$ cat src/hw/rtl/lfu_pkg.sv
// Shared types and constants for the LFU cache.
`timescale 1ns / 1ps

package lfu_pkg;

  // Default number of entries
  localparam int unsigned ENTRIES_DEF = 16;

  // Word field widths
  localparam int unsigned KEY_W  = 32;
  localparam int unsigned DATA_W = 32;
  localparam int unsigned USES_W = 16;

  localparam logic [USES_W-1:0] USES_MAX  = '1;
  localparam logic [USES_W-1:0] USES_ONE  = USES_W'(1);
  localparam logic [DATA_W-1:0] MISS_DATA = '1;

  // Configuration register file
  localparam int unsigned CAP_IN_W  = 5;
  localparam int unsigned CAP_RESET = 16;
  localparam int unsigned PADDR_W   = 3;
  localparam int unsigned PDATA_W   = 32;
  localparam logic        REG_CAPACITY = 1'b0;

  // Operation codes
  typedef enum logic {
    KIND_SET = 1'b0,
    KIND_GET = 1'b1
  } lfu_kind_e;

  // Write enables of the entry store
  typedef struct packed {
    logic key;
    logic data;
    logic uses;
    logic rec;
    logic valid;
  } lfu_wr_t;

endpackage

$ cat src/hw/rtl/lfu_cfg.sv
// APB register file holding the cache capacity.
`timescale 1ns / 1ps

module lfu_cfg #(
  parameter int unsigned ENTRIES = lfu_pkg::ENTRIES_DEF,
  parameter int unsigned CNT_W   = $clog2(ENTRIES + 1)
) (
  input  logic                         clk_i,
  input  logic                         rst_ni,
  input  logic                         psel,
  input  logic                         penable,
  input  logic                         pwrite,
  input  logic [lfu_pkg::PADDR_W-1:0]  paddr,
  input  logic [lfu_pkg::PDATA_W-1:0]  pwdata,
  output logic [lfu_pkg::PDATA_W-1:0]  prdata,
  output logic                         pready,
  input  logic                         empty_i,
  output logic [CNT_W-1:0]             capacity_o
);
  import lfu_pkg::*;

  localparam int unsigned CapRst = (CAP_RESET > ENTRIES) ? ENTRIES : CAP_RESET;

  logic [CNT_W-1:0]    cap_q, cap_d;
  logic [CAP_IN_W-1:0] wr_cap;
  logic                wr_en;

  assign pready = 1'b1;
  assign wr_cap = pwdata[CAP_IN_W-1:0];
  assign wr_en  = psel && penable && pwrite && (paddr[2] == REG_CAPACITY) && empty_i;

  // Clamp the written capacity to one through ENTRIES
  always_comb begin
    cap_d = cap_q;
    if (wr_en) begin
      if (wr_cap == '0) begin
        cap_d = CNT_W'(1);
      end else if (int'(wr_cap) > int'(ENTRIES)) begin
        cap_d = CNT_W'(ENTRIES);
      end else begin
        cap_d = CNT_W'(wr_cap);
      end
    end
  end

  always_ff @(posedge clk_i or negedge rst_ni) begin
    if (!rst_ni) begin
      cap_q <= CNT_W'(CapRst);
    end else begin
      cap_q <= cap_d;
    end
  end

  // Read back the capacity
  always_comb begin
    prdata = '0;
    if (paddr[2] == REG_CAPACITY) begin
      prdata = PDATA_W'(cap_q);
    end
  end

  assign capacity_o = cap_q;

endmodule

$ cat src/hw/rtl/lfu_store.sv
// Entry store: key, data, use count and recency memories plus valid bits.
`timescale 1ns / 1ps

module lfu_store #(
  parameter int unsigned ENTRIES = lfu_pkg::ENTRIES_DEF,
  parameter int unsigned IDX_W   = (ENTRIES > 1) ? $clog2(ENTRIES) : 1
) (
  input  logic                        clk_i,
  input  logic                        rst_ni,
  input  logic [IDX_W-1:0]            rd_addr_i,
  output logic                        rd_valid_o,
  output logic [lfu_pkg::KEY_W-1:0]   rd_key_o,
  output logic [lfu_pkg::DATA_W-1:0]  rd_data_o,
  output logic [lfu_pkg::USES_W-1:0]  rd_uses_o,
  output logic [IDX_W-1:0]            rd_rec_o,
  input  lfu_pkg::lfu_wr_t            wr_en_i,
  input  logic [IDX_W-1:0]            wr_addr_i,
  input  logic [lfu_pkg::KEY_W-1:0]   wr_key_i,
  input  logic [lfu_pkg::DATA_W-1:0]  wr_data_i,
  input  logic [lfu_pkg::USES_W-1:0]  wr_uses_i,
  input  logic [IDX_W-1:0]            wr_rec_i
);
  import lfu_pkg::*;

  logic [KEY_W-1:0]  key_mem  [ENTRIES];
  logic [DATA_W-1:0] data_mem [ENTRIES];
  logic [USES_W-1:0] uses_mem [ENTRIES];
  logic [IDX_W-1:0]  rec_mem  [ENTRIES];
  logic [ENTRIES-1:0] valid_q;

  // Write one entry; fields have their own enables
  always_ff @(posedge clk_i) begin
    if (wr_en_i.key) begin
      key_mem[wr_addr_i] <= wr_key_i;
    end
    if (wr_en_i.data) begin
      data_mem[wr_addr_i] <= wr_data_i;
    end
    if (wr_en_i.uses) begin
      uses_mem[wr_addr_i] <= wr_uses_i;
    end
    if (wr_en_i.rec) begin
      rec_mem[wr_addr_i] <= wr_rec_i;
    end
  end

  // Registered read of one entry
  always_ff @(posedge clk_i) begin
    rd_key_o  <= key_mem[rd_addr_i];
    rd_data_o <= data_mem[rd_addr_i];
    rd_uses_o <= uses_mem[rd_addr_i];
    rd_rec_o  <= rec_mem[rd_addr_i];
  end

  // Valid bits clear at reset
  always_ff @(posedge clk_i or negedge rst_ni) begin
    if (!rst_ni) begin
      valid_q    <= '0;
      rd_valid_o <= 1'b0;
    end else begin
      rd_valid_o <= valid_q[rd_addr_i];
      if (wr_en_i.valid) begin
        valid_q[wr_addr_i] <= 1'b1;
      end
    end
  end

endmodule

$ cat src/hw/rtl/lfu_ctrl.sv
// Sequencer: lookup scan, replacement choice, recency aging pass and entry update.
`timescale 1ns / 1ps

module lfu_ctrl #(
  parameter int unsigned ENTRIES = lfu_pkg::ENTRIES_DEF,
  parameter int unsigned IDX_W   = (ENTRIES > 1) ? $clog2(ENTRIES) : 1,
  parameter int unsigned CNT_W   = $clog2(ENTRIES + 1)
) (
  input  logic                        clk_i,
  input  logic                        rst_ni,
  input  logic                        start,
  output logic                        busy,
  input  lfu_pkg::lfu_kind_e          kind_i,
  input  logic [lfu_pkg::KEY_W-1:0]   key_i,
  input  logic [lfu_pkg::DATA_W-1:0]  value_i,
  output logic                        result_valid_o,
  output logic                        found_o,
  output logic [lfu_pkg::DATA_W-1:0]  read_value_o,
  input  logic [CNT_W-1:0]            capacity_i,
  output logic [CNT_W-1:0]            filled_o,
  output logic [IDX_W-1:0]            rd_addr_o,
  input  logic                        rd_valid_i,
  input  logic [lfu_pkg::KEY_W-1:0]   rd_key_i,
  input  logic [lfu_pkg::DATA_W-1:0]  rd_data_i,
  input  logic [lfu_pkg::USES_W-1:0]  rd_uses_i,
  input  logic [IDX_W-1:0]            rd_rec_i,
  output lfu_pkg::lfu_wr_t            wr_en_o,
  output logic [IDX_W-1:0]            wr_addr_o,
  output logic [lfu_pkg::KEY_W-1:0]   wr_key_o,
  output logic [lfu_pkg::DATA_W-1:0]  wr_data_o,
  output logic [lfu_pkg::USES_W-1:0]  wr_uses_o,
  output logic [IDX_W-1:0]            wr_rec_o
);
  import lfu_pkg::*;

  typedef enum logic [4:0] {
    S_IDLE   = 5'b00001,
    S_FIND   = 5'b00010,
    S_DECIDE = 5'b00100,
    S_AGE    = 5'b01000,
    S_WRITE  = 5'b10000
  } ctrl_state_e;

  ctrl_state_e state_q, state_d;

  // Scan counter and the entry whose read word returns this cycle
  logic [CNT_W-1:0] cnt_q, cnt_d;
  logic             proc_vld_q;
  logic [IDX_W-1:0] proc_idx_q;
  logic             issue, proc_last, accept;

  // Item word
  lfu_kind_e        kind_q;
  logic [KEY_W-1:0] key_q;
  logic [DATA_W-1:0] value_q;

  // Lookup results
  logic              hit_q, hit_d;
  logic [IDX_W-1:0]  hit_idx_q, hit_idx_d;
  logic [DATA_W-1:0] hit_data_q, hit_data_d;
  logic [USES_W-1:0] hit_uses_q, hit_uses_d;
  logic [IDX_W-1:0]  hit_rec_q, hit_rec_d;
  logic              free_q, free_d;
  logic [IDX_W-1:0]  free_idx_q, free_idx_d;
  logic              vic_q, vic_d;
  logic [IDX_W-1:0]  vic_idx_q, vic_idx_d;
  logic [USES_W-1:0] vic_uses_q, vic_uses_d;
  logic [IDX_W-1:0]  vic_rec_q, vic_rec_d;

  // Update plan
  logic [IDX_W-1:0]  slot_q, slot_d;
  logic [IDX_W-1:0]  thr_q, thr_d;
  logic              age_all_q, age_all_d;
  logic              fill_q, fill_d;
  logic              new_q, new_d;
  logic [USES_W-1:0] uses_new_q, uses_new_d;

  logic [CNT_W-1:0]  filled_q, filled_d;
  logic              res_vld_q, res_vld_d;
  logic              found_q, found_d;
  logic [DATA_W-1:0] res_data_q, res_data_d;
  logic              age_hit;

  assign busy      = (state_q != S_IDLE);
  assign accept    = start && !busy;
  assign issue     = ((state_q == S_FIND) || (state_q == S_AGE)) &&
                     (cnt_q < CNT_W'(ENTRIES));
  assign proc_last = proc_vld_q && (proc_idx_q == IDX_W'(ENTRIES - 1));
  assign rd_addr_o = issue ? cnt_q[IDX_W-1:0] : '0;

  // Compare unit of the lookup scan: match, first free entry, eviction candidate
  always_comb begin
    hit_d      = hit_q;
    hit_idx_d  = hit_idx_q;
    hit_data_d = hit_data_q;
    hit_uses_d = hit_uses_q;
    hit_rec_d  = hit_rec_q;
    free_d     = free_q;
    free_idx_d = free_idx_q;
    vic_d      = vic_q;
    vic_idx_d  = vic_idx_q;
    vic_uses_d = vic_uses_q;
    vic_rec_d  = vic_rec_q;
    if (accept) begin
      hit_d  = 1'b0;
      free_d = 1'b0;
      vic_d  = 1'b0;
    end else if ((state_q == S_FIND) && proc_vld_q) begin
      if (rd_valid_i && (rd_key_i == key_q) && !hit_q) begin
        hit_d      = 1'b1;
        hit_idx_d  = proc_idx_q;
        hit_data_d = rd_data_i;
        hit_uses_d = rd_uses_i;
        hit_rec_d  = rd_rec_i;
      end
      if (!rd_valid_i && !free_q) begin
        free_d     = 1'b1;
        free_idx_d = proc_idx_q;
      end
      // Lowest use count wins; among equal counts the oldest touch
      if (rd_valid_i && (!vic_q || (rd_uses_i < vic_uses_q) ||
                         ((rd_uses_i == vic_uses_q) && (rd_rec_i > vic_rec_q)))) begin
        vic_d      = 1'b1;
        vic_idx_d  = proc_idx_q;
        vic_uses_d = rd_uses_i;
        vic_rec_d  = rd_rec_i;
      end
    end
  end

  // Decide the outcome once the scan is through
  always_comb begin
    slot_d     = slot_q;
    thr_d      = thr_q;
    age_all_d  = age_all_q;
    fill_d     = fill_q;
    new_d      = new_q;
    uses_new_d = uses_new_q;
    res_vld_d  = 1'b0;
    found_d    = found_q;
    res_data_d = res_data_q;
    if (state_q == S_DECIDE) begin
      if (kind_q == KIND_GET) begin
        res_vld_d  = 1'b1;
        found_d    = hit_q;
        res_data_d = hit_q ? hit_data_q : MISS_DATA;
      end
      age_all_d = 1'b0;
      fill_d    = 1'b0;
      new_d     = 1'b0;
      if (hit_q) begin
        slot_d     = hit_idx_q;
        thr_d      = hit_rec_q;
        uses_new_d = (hit_uses_q == USES_MAX) ? USES_MAX : hit_uses_q + USES_ONE;
      end else if (filled_q < capacity_i) begin
        slot_d     = free_idx_q;
        age_all_d  = 1'b1;
        fill_d     = 1'b1;
        new_d      = 1'b1;
        uses_new_d = USES_ONE;
      end else begin
        slot_d     = vic_idx_q;
        thr_d      = vic_rec_q;
        new_d      = 1'b1;
        uses_new_d = USES_ONE;
      end
    end
  end

  // Age entries touched more recently than the slot, or all others on a fill
  assign age_hit = (state_q == S_AGE) && proc_vld_q && rd_valid_i &&
                   (proc_idx_q != slot_q) && (age_all_q || (rd_rec_i < thr_q));

  // Drive the store write port
  always_comb begin
    wr_en_o   = '0;
    wr_addr_o = slot_q;
    wr_key_o  = key_q;
    wr_data_o = value_q;
    wr_uses_o = uses_new_q;
    wr_rec_o  = '0;
    if (age_hit) begin
      wr_en_o.rec = 1'b1;
      wr_addr_o   = proc_idx_q;
      wr_rec_o    = rd_rec_i + IDX_W'(1);
    end else if (state_q == S_WRITE) begin
      wr_en_o.key   = new_q;
      wr_en_o.data  = (kind_q == KIND_SET);
      wr_en_o.uses  = 1'b1;
      wr_en_o.rec   = 1'b1;
      wr_en_o.valid = fill_q;
    end
  end

  // Sequencer
  always_comb begin
    state_d  = state_q;
    cnt_d    = issue ? cnt_q + CNT_W'(1) : cnt_q;
    filled_d = filled_q;
    unique case (state_q)
      S_IDLE: begin
        if (accept) begin
          state_d = S_FIND;
          cnt_d   = '0;
        end
      end
      S_FIND: begin
        if (proc_last) begin
          state_d = S_DECIDE;
        end
      end
      S_DECIDE: begin
        cnt_d = '0;
        if ((kind_q == KIND_GET) && !hit_q) begin
          state_d = S_IDLE;
        end else begin
          state_d = S_AGE;
        end
      end
      S_AGE: begin
        if (proc_last) begin
          state_d = S_WRITE;
        end
      end
      S_WRITE: begin
        state_d = S_IDLE;
        if (fill_q) begin
          filled_d = filled_q + CNT_W'(1);
        end
      end
      default: begin
        state_d = S_IDLE;
      end
    endcase
  end

  always_ff @(posedge clk_i or negedge rst_ni) begin
    if (!rst_ni) begin
      state_q    <= S_IDLE;
      cnt_q      <= '0;
      proc_vld_q <= 1'b0;
      filled_q   <= '0;
      res_vld_q  <= 1'b0;
      hit_q      <= 1'b0;
      free_q     <= 1'b0;
      vic_q      <= 1'b0;
      age_all_q  <= 1'b0;
      fill_q     <= 1'b0;
      new_q      <= 1'b0;
    end else begin
      state_q    <= state_d;
      cnt_q      <= cnt_d;
      proc_vld_q <= issue;
      filled_q   <= filled_d;
      res_vld_q  <= res_vld_d;
      hit_q      <= hit_d;
      free_q     <= free_d;
      vic_q      <= vic_d;
      age_all_q  <= age_all_d;
      fill_q     <= fill_d;
      new_q      <= new_d;
    end
  end

  // Payload registers
  always_ff @(posedge clk_i) begin
    proc_idx_q <= cnt_q[IDX_W-1:0];
    if (accept) begin
      kind_q  <= kind_i;
      key_q   <= key_i;
      value_q <= value_i;
    end
    hit_idx_q  <= hit_idx_d;
    hit_data_q <= hit_data_d;
    hit_uses_q <= hit_uses_d;
    hit_rec_q  <= hit_rec_d;
    free_idx_q <= free_idx_d;
    vic_idx_q  <= vic_idx_d;
    vic_uses_q <= vic_uses_d;
    vic_rec_q  <= vic_rec_d;
    slot_q     <= slot_d;
    thr_q      <= thr_d;
    uses_new_q <= uses_new_d;
    found_q    <= found_d;
    res_data_q <= res_data_d;
  end

  assign result_valid_o = res_vld_q;
  assign found_o        = found_q;
  assign read_value_o   = res_data_q;
  assign filled_o       = filled_q;

endmodule

$ cat src/hw/rtl/lfu_cache.sv
// LFU cache top level: one entry read per cycle through a scan sequencer.
// A get result strobes for one cycle, registered from the decide state once the lookup scan is through.
// Busy: a get miss through the lookup scan and decide state; a set or get hit also through the aging scan and write.
// Throughput: one item per busy period, set by the single read port of the entry store.
// Reset: valid bits and fill count clear at once, capacity returns to min(16, ENTRIES).
// The receiver cannot stall; each result is on the ports for exactly one cycle.
`timescale 1ns / 1ps

module lfu_cache #(
  parameter int unsigned ENTRIES = lfu_pkg::ENTRIES_DEF
) (
  input  logic                               clk_i,
  input  logic                               rst_ni,
  input  logic                               start,
  output logic                               busy,
  input  logic                               kind_i,
  input  logic signed [lfu_pkg::KEY_W-1:0]   key_i,
  input  logic signed [lfu_pkg::DATA_W-1:0]  value_i,
  output logic                               result_valid_o,
  output logic                               found_o,
  output logic signed [lfu_pkg::DATA_W-1:0]  read_value_o,
  input  logic                               psel,
  input  logic                               penable,
  input  logic                               pwrite,
  input  logic [lfu_pkg::PADDR_W-1:0]        paddr,
  input  logic [lfu_pkg::PDATA_W-1:0]        pwdata,
  output logic [lfu_pkg::PDATA_W-1:0]        prdata,
  output logic                               pready
);
  import lfu_pkg::*;

  localparam int unsigned IDX_W = (ENTRIES > 1) ? $clog2(ENTRIES) : 1;
  localparam int unsigned CNT_W = $clog2(ENTRIES + 1);

  logic [CNT_W-1:0]  capacity;
  logic [CNT_W-1:0]  filled;
  logic [IDX_W-1:0]  rd_addr;
  logic              rd_valid;
  logic [KEY_W-1:0]  rd_key;
  logic [DATA_W-1:0] rd_data;
  logic [USES_W-1:0] rd_uses;
  logic [IDX_W-1:0]  rd_rec;
  lfu_wr_t           wr_en;
  logic [IDX_W-1:0]  wr_addr;
  logic [KEY_W-1:0]  wr_key;
  logic [DATA_W-1:0] wr_data;
  logic [USES_W-1:0] wr_uses;
  logic [IDX_W-1:0]  wr_rec;
  logic [DATA_W-1:0] read_value;

  lfu_cfg #(
    .ENTRIES (ENTRIES),
    .CNT_W   (CNT_W)
  ) u_cfg (
    .clk_i      (clk_i),
    .rst_ni     (rst_ni),
    .psel       (psel),
    .penable    (penable),
    .pwrite     (pwrite),
    .paddr      (paddr),
    .pwdata     (pwdata),
    .prdata     (prdata),
    .pready     (pready),
    .empty_i    (filled == '0),
    .capacity_o (capacity)
  );

  lfu_store #(
    .ENTRIES (ENTRIES),
    .IDX_W   (IDX_W)
  ) u_store (
    .clk_i      (clk_i),
    .rst_ni     (rst_ni),
    .rd_addr_i  (rd_addr),
    .rd_valid_o (rd_valid),
    .rd_key_o   (rd_key),
    .rd_data_o  (rd_data),
    .rd_uses_o  (rd_uses),
    .rd_rec_o   (rd_rec),
    .wr_en_i    (wr_en),
    .wr_addr_i  (wr_addr),
    .wr_key_i   (wr_key),
    .wr_data_i  (wr_data),
    .wr_uses_i  (wr_uses),
    .wr_rec_i   (wr_rec)
  );

  lfu_ctrl #(
    .ENTRIES (ENTRIES),
    .IDX_W   (IDX_W),
    .CNT_W   (CNT_W)
  ) u_ctrl (
    .clk_i          (clk_i),
    .rst_ni         (rst_ni),
    .start          (start),
    .busy           (busy),
    .kind_i         (lfu_kind_e'(kind_i)),
    .key_i          (key_i),
    .value_i        (value_i),
    .result_valid_o (result_valid_o),
    .found_o        (found_o),
    .read_value_o   (read_value),
    .capacity_i     (capacity),
    .filled_o       (filled),
    .rd_addr_o      (rd_addr),
    .rd_valid_i     (rd_valid),
    .rd_key_i       (rd_key),
    .rd_data_i      (rd_data),
    .rd_uses_i      (rd_uses),
    .rd_rec_i       (rd_rec),
    .wr_en_o        (wr_en),
    .wr_addr_o      (wr_addr),
    .wr_key_o       (wr_key),
    .wr_data_o      (wr_data),
    .wr_uses_o      (wr_uses),
    .wr_rec_o       (wr_rec)
  );

  assign read_value_o = read_value;

  // An accepted word keeps the cache busy through its scan
  assert property (@(posedge clk_i) disable iff (!rst_ni)
    (start && !busy) |=> busy)
    else $error("cache not busy after accepting a word");

  // A result never follows another in the next cycle
  assert property (@(posedge clk_i) disable iff (!rst_ni)
    result_valid_o |=> !result_valid_o)
    else $error("back-to-back result strobes");

  // The fill count never passes the capacity
  assert property (@(posedge clk_i) disable iff (!rst_ni)
    filled <= capacity)
    else $error("fill count above capacity");

  // A miss always returns all ones
  assert property (@(posedge clk_i) disable iff (!rst_ni)
    (result_valid_o && !found_o) |-> (read_value_o == MISS_DATA))
    else $error("miss result is not all ones");

endmodule

$ cat config.mk
export PLATFORM = sky130hd
export DESIGN_NAME = lfu_cache
export DESIGN_NICKNAME = d
export VERILOG_FILES = /design/src/hw/rtl/lfu_pkg.sv /design/src/hw/rtl/lfu_cfg.sv /design/src/hw/rtl/lfu_store.sv /design/src/hw/rtl/lfu_ctrl.sv /design/src/hw/rtl/lfu_cache.sv
export SDC_FILE = /design/constraint.sdc
export NUM_CORES = 2
export LEC_CHECK = 0
export ABC_AREA = 1
export BUFFER_PORTS_ARGS = -buffer_cell sky130_fd_sc_hd__buf_2
export CORE_ASPECT_RATIO = 1.75
export CORE_MARGIN = 1
export CORE_UTILIZATION = 66
export DETAILED_ROUTE_END_ITERATION = 8
export PLACE_DENSITY = 0.84
export SYNTH_ARGS = -nofsm -noshare
export SYNTH_HDL_FRONTEND = slang
export SYNTH_SLANG_ARGS = --single-unit
$ cat constraint.sdc
create_clock -name clk_i -period 14.77 [get_ports clk_i]
set_input_delay 1.477 -clock clk_i [delete_from_list [all_inputs] [get_ports clk_i]]
set_output_delay 1.477 -clock clk_i [all_outputs]
set_load 0.01 [all_outputs]
After elaboration in Yosys (flattened, before gate mapping) --
Memory sizes are Yosys's and may differ from the RTL's. A register that Yosys moved wholly into a read port is not among the register bits. Index checks and enable logic that the tools add are counted.
Cells by class: mux-type cells 49, equal/unequal tests 15, reductions and logical operators 45, add/sub/neg operators 4, order comparisons 9, bitwise operators 5
Operators by type and width (number):
- $mux 5 | 9
- $eq 32x32->1 | 1
- $mux 4 | 8
- $mux 1 | 26
- $pmux 5 s4 | 1
- $logic_and 1x1->1 | 19
- $add 16x1->16 const B | 1
- $eq 16x16->1 | 1
- $eq 16x16->1 const B | 1
- $lt 16x16->1 | 1
- $mux 16 | 1
- $or 16x16->16 | 1
- $reduce_and 2->1 | 6
- $reduce_and 3->1 | 4
- $add 5x1->5 const B | 2
- $logic_not 5->1 | 2
- $lt 4x5->1 const B | 2
- $pmux 5 s2 | 1
- $ne 2x1->1 const B | 4
- $reduce_bool 2->1 | 4
- $eq 5x1->1 const B | 1
- $eq 5x2->1 const B | 1
- $eq 5x3->1 const B | 1
- $eq 5x4->1 const B | 1
- 18 further kinds | 28
Storage, ports and cells: output and inout bits 68, memories kept 4, bits of input ports 106, flip-flop bits (word level) 254, RAM bits 1344
Memory list:
- u_store.data_mem | depth 16, width 32, read ports 1, clocked after Yosys merged registers in 1, write ports 1, RTL line lfu_store.sv:26 | logic [DATA_W-1:0] data_mem [ENTRIES];
- u_store.key_mem | depth 16, width 32, read ports 1, clocked after Yosys merged registers in 1, write ports 1, RTL line lfu_store.sv:25 | logic [KEY_W-1:0] key_mem [ENTRIES];
- u_store.uses_mem | depth 16, width 16, read ports 1, clocked after Yosys merged registers in 1, write ports 1, RTL line lfu_store.sv:27 | logic [USES_W-1:0] uses_mem [ENTRIES];
- u_store.rec_mem | depth 16, width 4, read ports 1, clocked after Yosys merged registers in 1, write ports 1, RTL line lfu_store.sv:28 | logic [IDX_W-1:0] rec_mem [ENTRIES];

Depth between registers and ports, before layout --
depth after elaboration 11, depth in mapped cells 17, depth with buffers taken out 14

Modules after synthesis --
From an unflattened synthesis, not the netlist that was laid out.
Unflattened totals: cell total of the unflattened synthesis 6499, area, all modules 70156.0 µm²
By module, submodules not included:
- lfu_store | cells each 5678, area each 60016.3 µm², times used 1, sequential area each 42465.7 µm²
- lfu_ctrl | cells each 745, area each 9594.2 µm², times used 1, sequential area each 6817.8 µm²
- lfu_cfg | cells each 69, area each 519.2 µm², times used 1, sequential area each 126.4 µm²
- lfu_cache | cells each 7, area each 26.3 µm², times used 1, sequential area each 0.0 µm²

Worst setup path before layout --
OpenSTA, ideal clock, no wires.
path kind input-to-reg, from input port start, to register u_ctrl.hit_data_q[0] (enable), path slack 8.720 ns, data required time 14.231 ns, arrival time 5.512 ns, cell stages on the path 3, library setup time 0.539 ns, path through nand2_1 nand3_1 nor3_1
On the way: word-level cells in the longest chain between the ends 3
Ends and longest elaborated chain:
- start, declared | RTL line lfu_cache.sv:14 | input logic start,
- $logic_and 1x1->1 | RTL line lfu_ctrl.sv:85 | assign accept = start && !busy;
- $not 1->1 (no source line)
- $reduce_and 3->1 (no source line)
- end signal, assigned | RTL line lfu_ctrl.sv:274 | hit_data_q <= hit_data_d;
- end, declared | RTL line lfu_ctrl.sv:60 | logic [DATA_W-1:0] hit_data_q, hit_data_d;
No other way between the ends. A chain may end at the register's enable or synchronous reset.

Final worst setup path --
from register u_ctrl.state_q[0], to register u_store.rd_uses_o[4] (netlist bit), read port of u_store.uses_mem
On the way: word-level cells in the longest chain between the ends 4, elaborated cells between the ends (all ways) 5
Ends and longest elaborated chain:
- start, declared | RTL line lfu_ctrl.sv:44 | ctrl_state_e state_q, state_d;
- start signal, assigned | RTL line lfu_ctrl.sv:251 | state_q <= state_d;
- $eq 5x2->1 or $eq 5x4->1 (tied branches) | RTL line lfu_ctrl.sv:86 | assign issue = ((state_q == S_FIND) || (state_q == S_AGE)) &&
- $logic_or 1x1->1 (*) | RTL line lfu_ctrl.sv:86
- $logic_and 1x1->1 (*) | RTL line lfu_ctrl.sv:86
- named net u_ctrl.issue | RTL line lfu_ctrl.sv:50 | logic issue, proc_last, accept;
- $mux 4 (*) | RTL line lfu_ctrl.sv:89 | assign rd_addr_o = issue ? cnt_q[IDX_W-1:0] : '0;
- end, declared | RTL line lfu_store.sv:14 | output logic [lfu_pkg::USES_W-1:0] rd_uses_o,
The timed path passes the listed nets; every way through them passes the cells marked *.

==> metrics <==
outcome=complete, no violations; Starting DRT DRC Count=5602; Max-Cap Viols=0; chip height=around 420 um; max-slew violation count=0; io pins=around 170; antenna viol nets, final=0; critical path data arrival time=between 5 and 6 ns; total wire length=roughly 160000 um; xor-xnor portion of the synthesized cell area=less than 1%; hold depth=0; startpoint types=flip-flop; WHS=0.402 ns; Synth Warn #=0; Filler cells=5703; Hold Startpoint=u_store.rd_data_o[23]$_DFF_P_; CTS tree=done; wire per inst=about 24 um; Critical Path Source=u_ctrl.state_q[0]$_DFFE_PN1P_; Sink Count=~1700; port bufs=116; Lkg Pwr=around 26 nW; total global routing overflow=0; asr flop ratio synth=around 2.6%; cts repair resizes=0; final setup TNS=0 ns; origin of the critical flop-to-flop path=u_ctrl.state_q[0]$_DFFE_PN1P_; Hold Fails Final Rpt=0; Area contributors post-synth=edfxtp_1 70%, nand3_1 8.0%, nand2_1 6.7%, dfxtp_1 2.7%, nor2_1 2.5%; worst hold-check path type=flip-flop to flip-flop; Max Clock Skew=about 0.029 ns; Worst-Margin Slew=roughly 1.3 ns; Post-Syn Instances=5371; worst vdd ir=0.125 mV; critical path class=flip-flop to flip-flop; GRT Total Usage=about a third; antenna cell count=0; Setup Viol. Count Final=0; compound-cell area share of the yosys netlist=~2.0%; Rows=approximately 150; Critical Path RT=~15 ns; Synth Area in Simple Gates=about a fifth; Syn-to-layout area delta=9.45%; Final Cell Area=0.0724 mm2; share of Yosys cell area claimed by the top area cell type=approximately 70%; initial antenna violation count=1; Tmin final=just over 5 ns; CTS Buf Count=140; vias per inst=around 6.3; post-synthesis cell area=0.0662 mm2; RSZ-0062 raised after global routing=no; f_max=between 150 and 200 MHz; initial core utilization=66.6%; clk slew on worst S/H paths=around 0.07 ns; synthesis-stage register bit count=roughly 1700; Final Util=72.9%; CTS root buf=clkbuf_16; Max-Slew Margin vs Limit=11.9%; first-pass GRT wire length=237000 um; largest net degree at the start of global routing=241; Critical Path Sink Type=flip-flop; vias=42902; drt pass-1 iters=8; CTS Buffer Depth=3; Skew-Pair Late Insertion Delay=around 0.77 ns; GP Congestion=around 0.87; multiplexer area fraction after synthesis=0%; number of flops mapped to enable cells by yosys=~1600; Net count, final=5531; dominant synthesized flop cell=edfxtp_1; count of cell types in the netlist=48; cells on worst reg2reg path=14; most common cell after layout, fill and taps aside=edfxtp_1; most frequent cells in the layout=1550 x edfxtp_1, 1187 x nand2_1, 1061 x nand3_1; vias in the first global route=roughly 42000; cts hold-fix bufs=0; Power Density=about 140 mW/mm2; DIE WIDTH=between 200 and 250 um; postcts setup bufs=0; share of layout cells above drive strength 1=9.21%; largest family of logic cells by synthesized area=simple AND/OR/NAND/NOR gates; register area share after synthesis=around 75%; Syn Area/Cell=about 12 um2; Critical Path Fanout Max=between 150 and 200; drc violations=0; floorplan core area=0.0994 mm2; Adder-Cell Fraction of Synth Area=less than 1%; H-tree depth=4; crit share post-route=35.0%; Placed Area=0.0679 mm2; dominant cell type by area after synthesis=edfxtp_1; die area=between 0.1 and 0.15 mm2; Post-DP HPWL=around 80000 um
-- per-stage QoR --
step / setup slack, ns / cells / power, W
after CTS: 9.74 / 6822 / 0.00994
after floorplan: 8.72 / 5397 / 0.00608
after global routing: 9.28 / 6822 / 0.0102
final: 9.60 / 6822 / 0.00995
after global placement: 9.91 / 6567 / 0.00630
after detailed placement: 9.82 / 6567 / 0.00634
-- synthesized netlist by cell type, types with 2 or more instances --
cell type,instances
edfxtp_1,1550
nand2_1,1188
nand3_1,1061
nor2_1,443
clkbuf_1,199
o21ai_0,164
inv_1,150
dfxtp_1,88
and2_1,84
buf_2,77
or2_2,47
dfrtp_1,42
o21ai_1,40
buf_4,39
ha_1,33
a21oi_1,28
xor2_1,20
nand4_1,17
nor3_1,16
buf_1,14
xnor2_1,7
inv_2,6
o22ai_1,6
nor2_2,5
o211ai_1,5
nand3b_1,4
o2111ai_1,4
a31oi_1,3
nand2_2,3
nor3b_1,3
nor4_1,3
buf_6,2
conb_1,2
dfstp_2,2
nand3_2,2
nand4_2,2
-- power by group --
group	total, W	internal [W]	switching [W]
clock	0.00369	0.00203	0.00166
sequential	0.00564	0.00544	0.000200
combinational	0.000619	0.000174	0.000444
total	0.00995	0.00765	0.00230
-- final timing paths --
| check | endpoint | slack (ns) |
|---|---|---|
| worst min-delay path | u_ctrl.hit_data_q[23]$_DFFE_PP_ | 0.40 |
| worst min register to register | u_ctrl.hit_data_q[23]$_DFFE_PP_ | 0.40 |
| worst max-delay path | u_store.rd_uses_o[4]$_DFF_P_ | 9.60 |
| worst max register to register | u_store.rd_uses_o[4]$_DFF_P_ | 9.60 |
| min in group asynchronous | u_cfg.capacity_o[1]$_DFFE_PN0P_ | 0.84 |
| max in group asynchronous | u_ctrl.result_valid_o$_DFF_PN0_ | 13.49 |
-- final cells by class --
| class | instances | area [um2] | area share (%) |
|---|---|---|---|
| Tap cell | 1317 | 1650 | 2.28 |
| Sequential cell | 1682 | 49400 | 68.2 |
| Multi-Input combinational cell | 3227 | 15100 | 20.8 |
| Inverter | 157 | 619 | 0.855 |
| Clock buffer | 188 | 3870 | 5.34 |
| Clock inverter | 67 | 674 | 0.931 |
| Timing Repair Buffer | 184 | 1140 | 1.58 |
-- critical path, cell delays in order (launching register included) --
cell and delay (ns):
dfstp_2 0.58, inv_1 0.07, nand4_2 0.14, nand2_2 0.15, nand2_2 0.19, inv_2 0.12, ha_4 0.36, inv_8 0.72
buf_4 0.86, buf_4 0.86, nor2_1 0.10, o21ai_0 0.21, nand3_1 0.13, nand3_1 0.18, and2_1 0.15
-- registers in the layout, indices dropped and copies added, names as in the netlist, 5 cells and up --
signal / cells
u_store.key_mem: 512
u_store.rec_mem: 64
u_ctrl.vic_uses_q: 16
u_ctrl.wr_uses_o: 16
u_ctrl.filled_o: 5
u_store.valid_q: 16
u_ctrl.hit_data_q: 32
u_store.data_mem: 512
u_store.rd_data_o: 32
u_store.rd_key_o: 32
u_cfg.capacity_o: 5
u_ctrl.wr_data_o: 32
u_ctrl.state_q: 5
u_store.uses_mem: 256
u_ctrl.cnt_q: 5
u_ctrl.hit_uses_q: 16
u_store.rd_uses_o: 16
u_ctrl.wr_key_o: 32
u_ctrl.read_value_o: 32
-- cell families (layout without fill, tap and decap cells) --
family / after synthesis / after routing
fa+ha+maj: 33 / 33
xor+xnor: 27 / 27
compound gates: 254 / 254
other cells: 2 / 28
flops: 1682 / 1682
buf+inv: 488 / 596
simple gates: 2885 / 2885
-- metal layers --
| metal | vias to the layer above | global-route usage [%] | share of wire (%) |
|---|---|---|---|
| met3 | 590 | 5.53 | 11 |
| met5 | - | 0 | 0 |
| met4 | 0 | 19.3 | 5.8 |
| li1 | 18823 | - | - |
| met1 | 20465 | 38.5 | 33 |
| met2 | 3024 | 53.9 | 50 |
(Power assumes the default switching activity.)
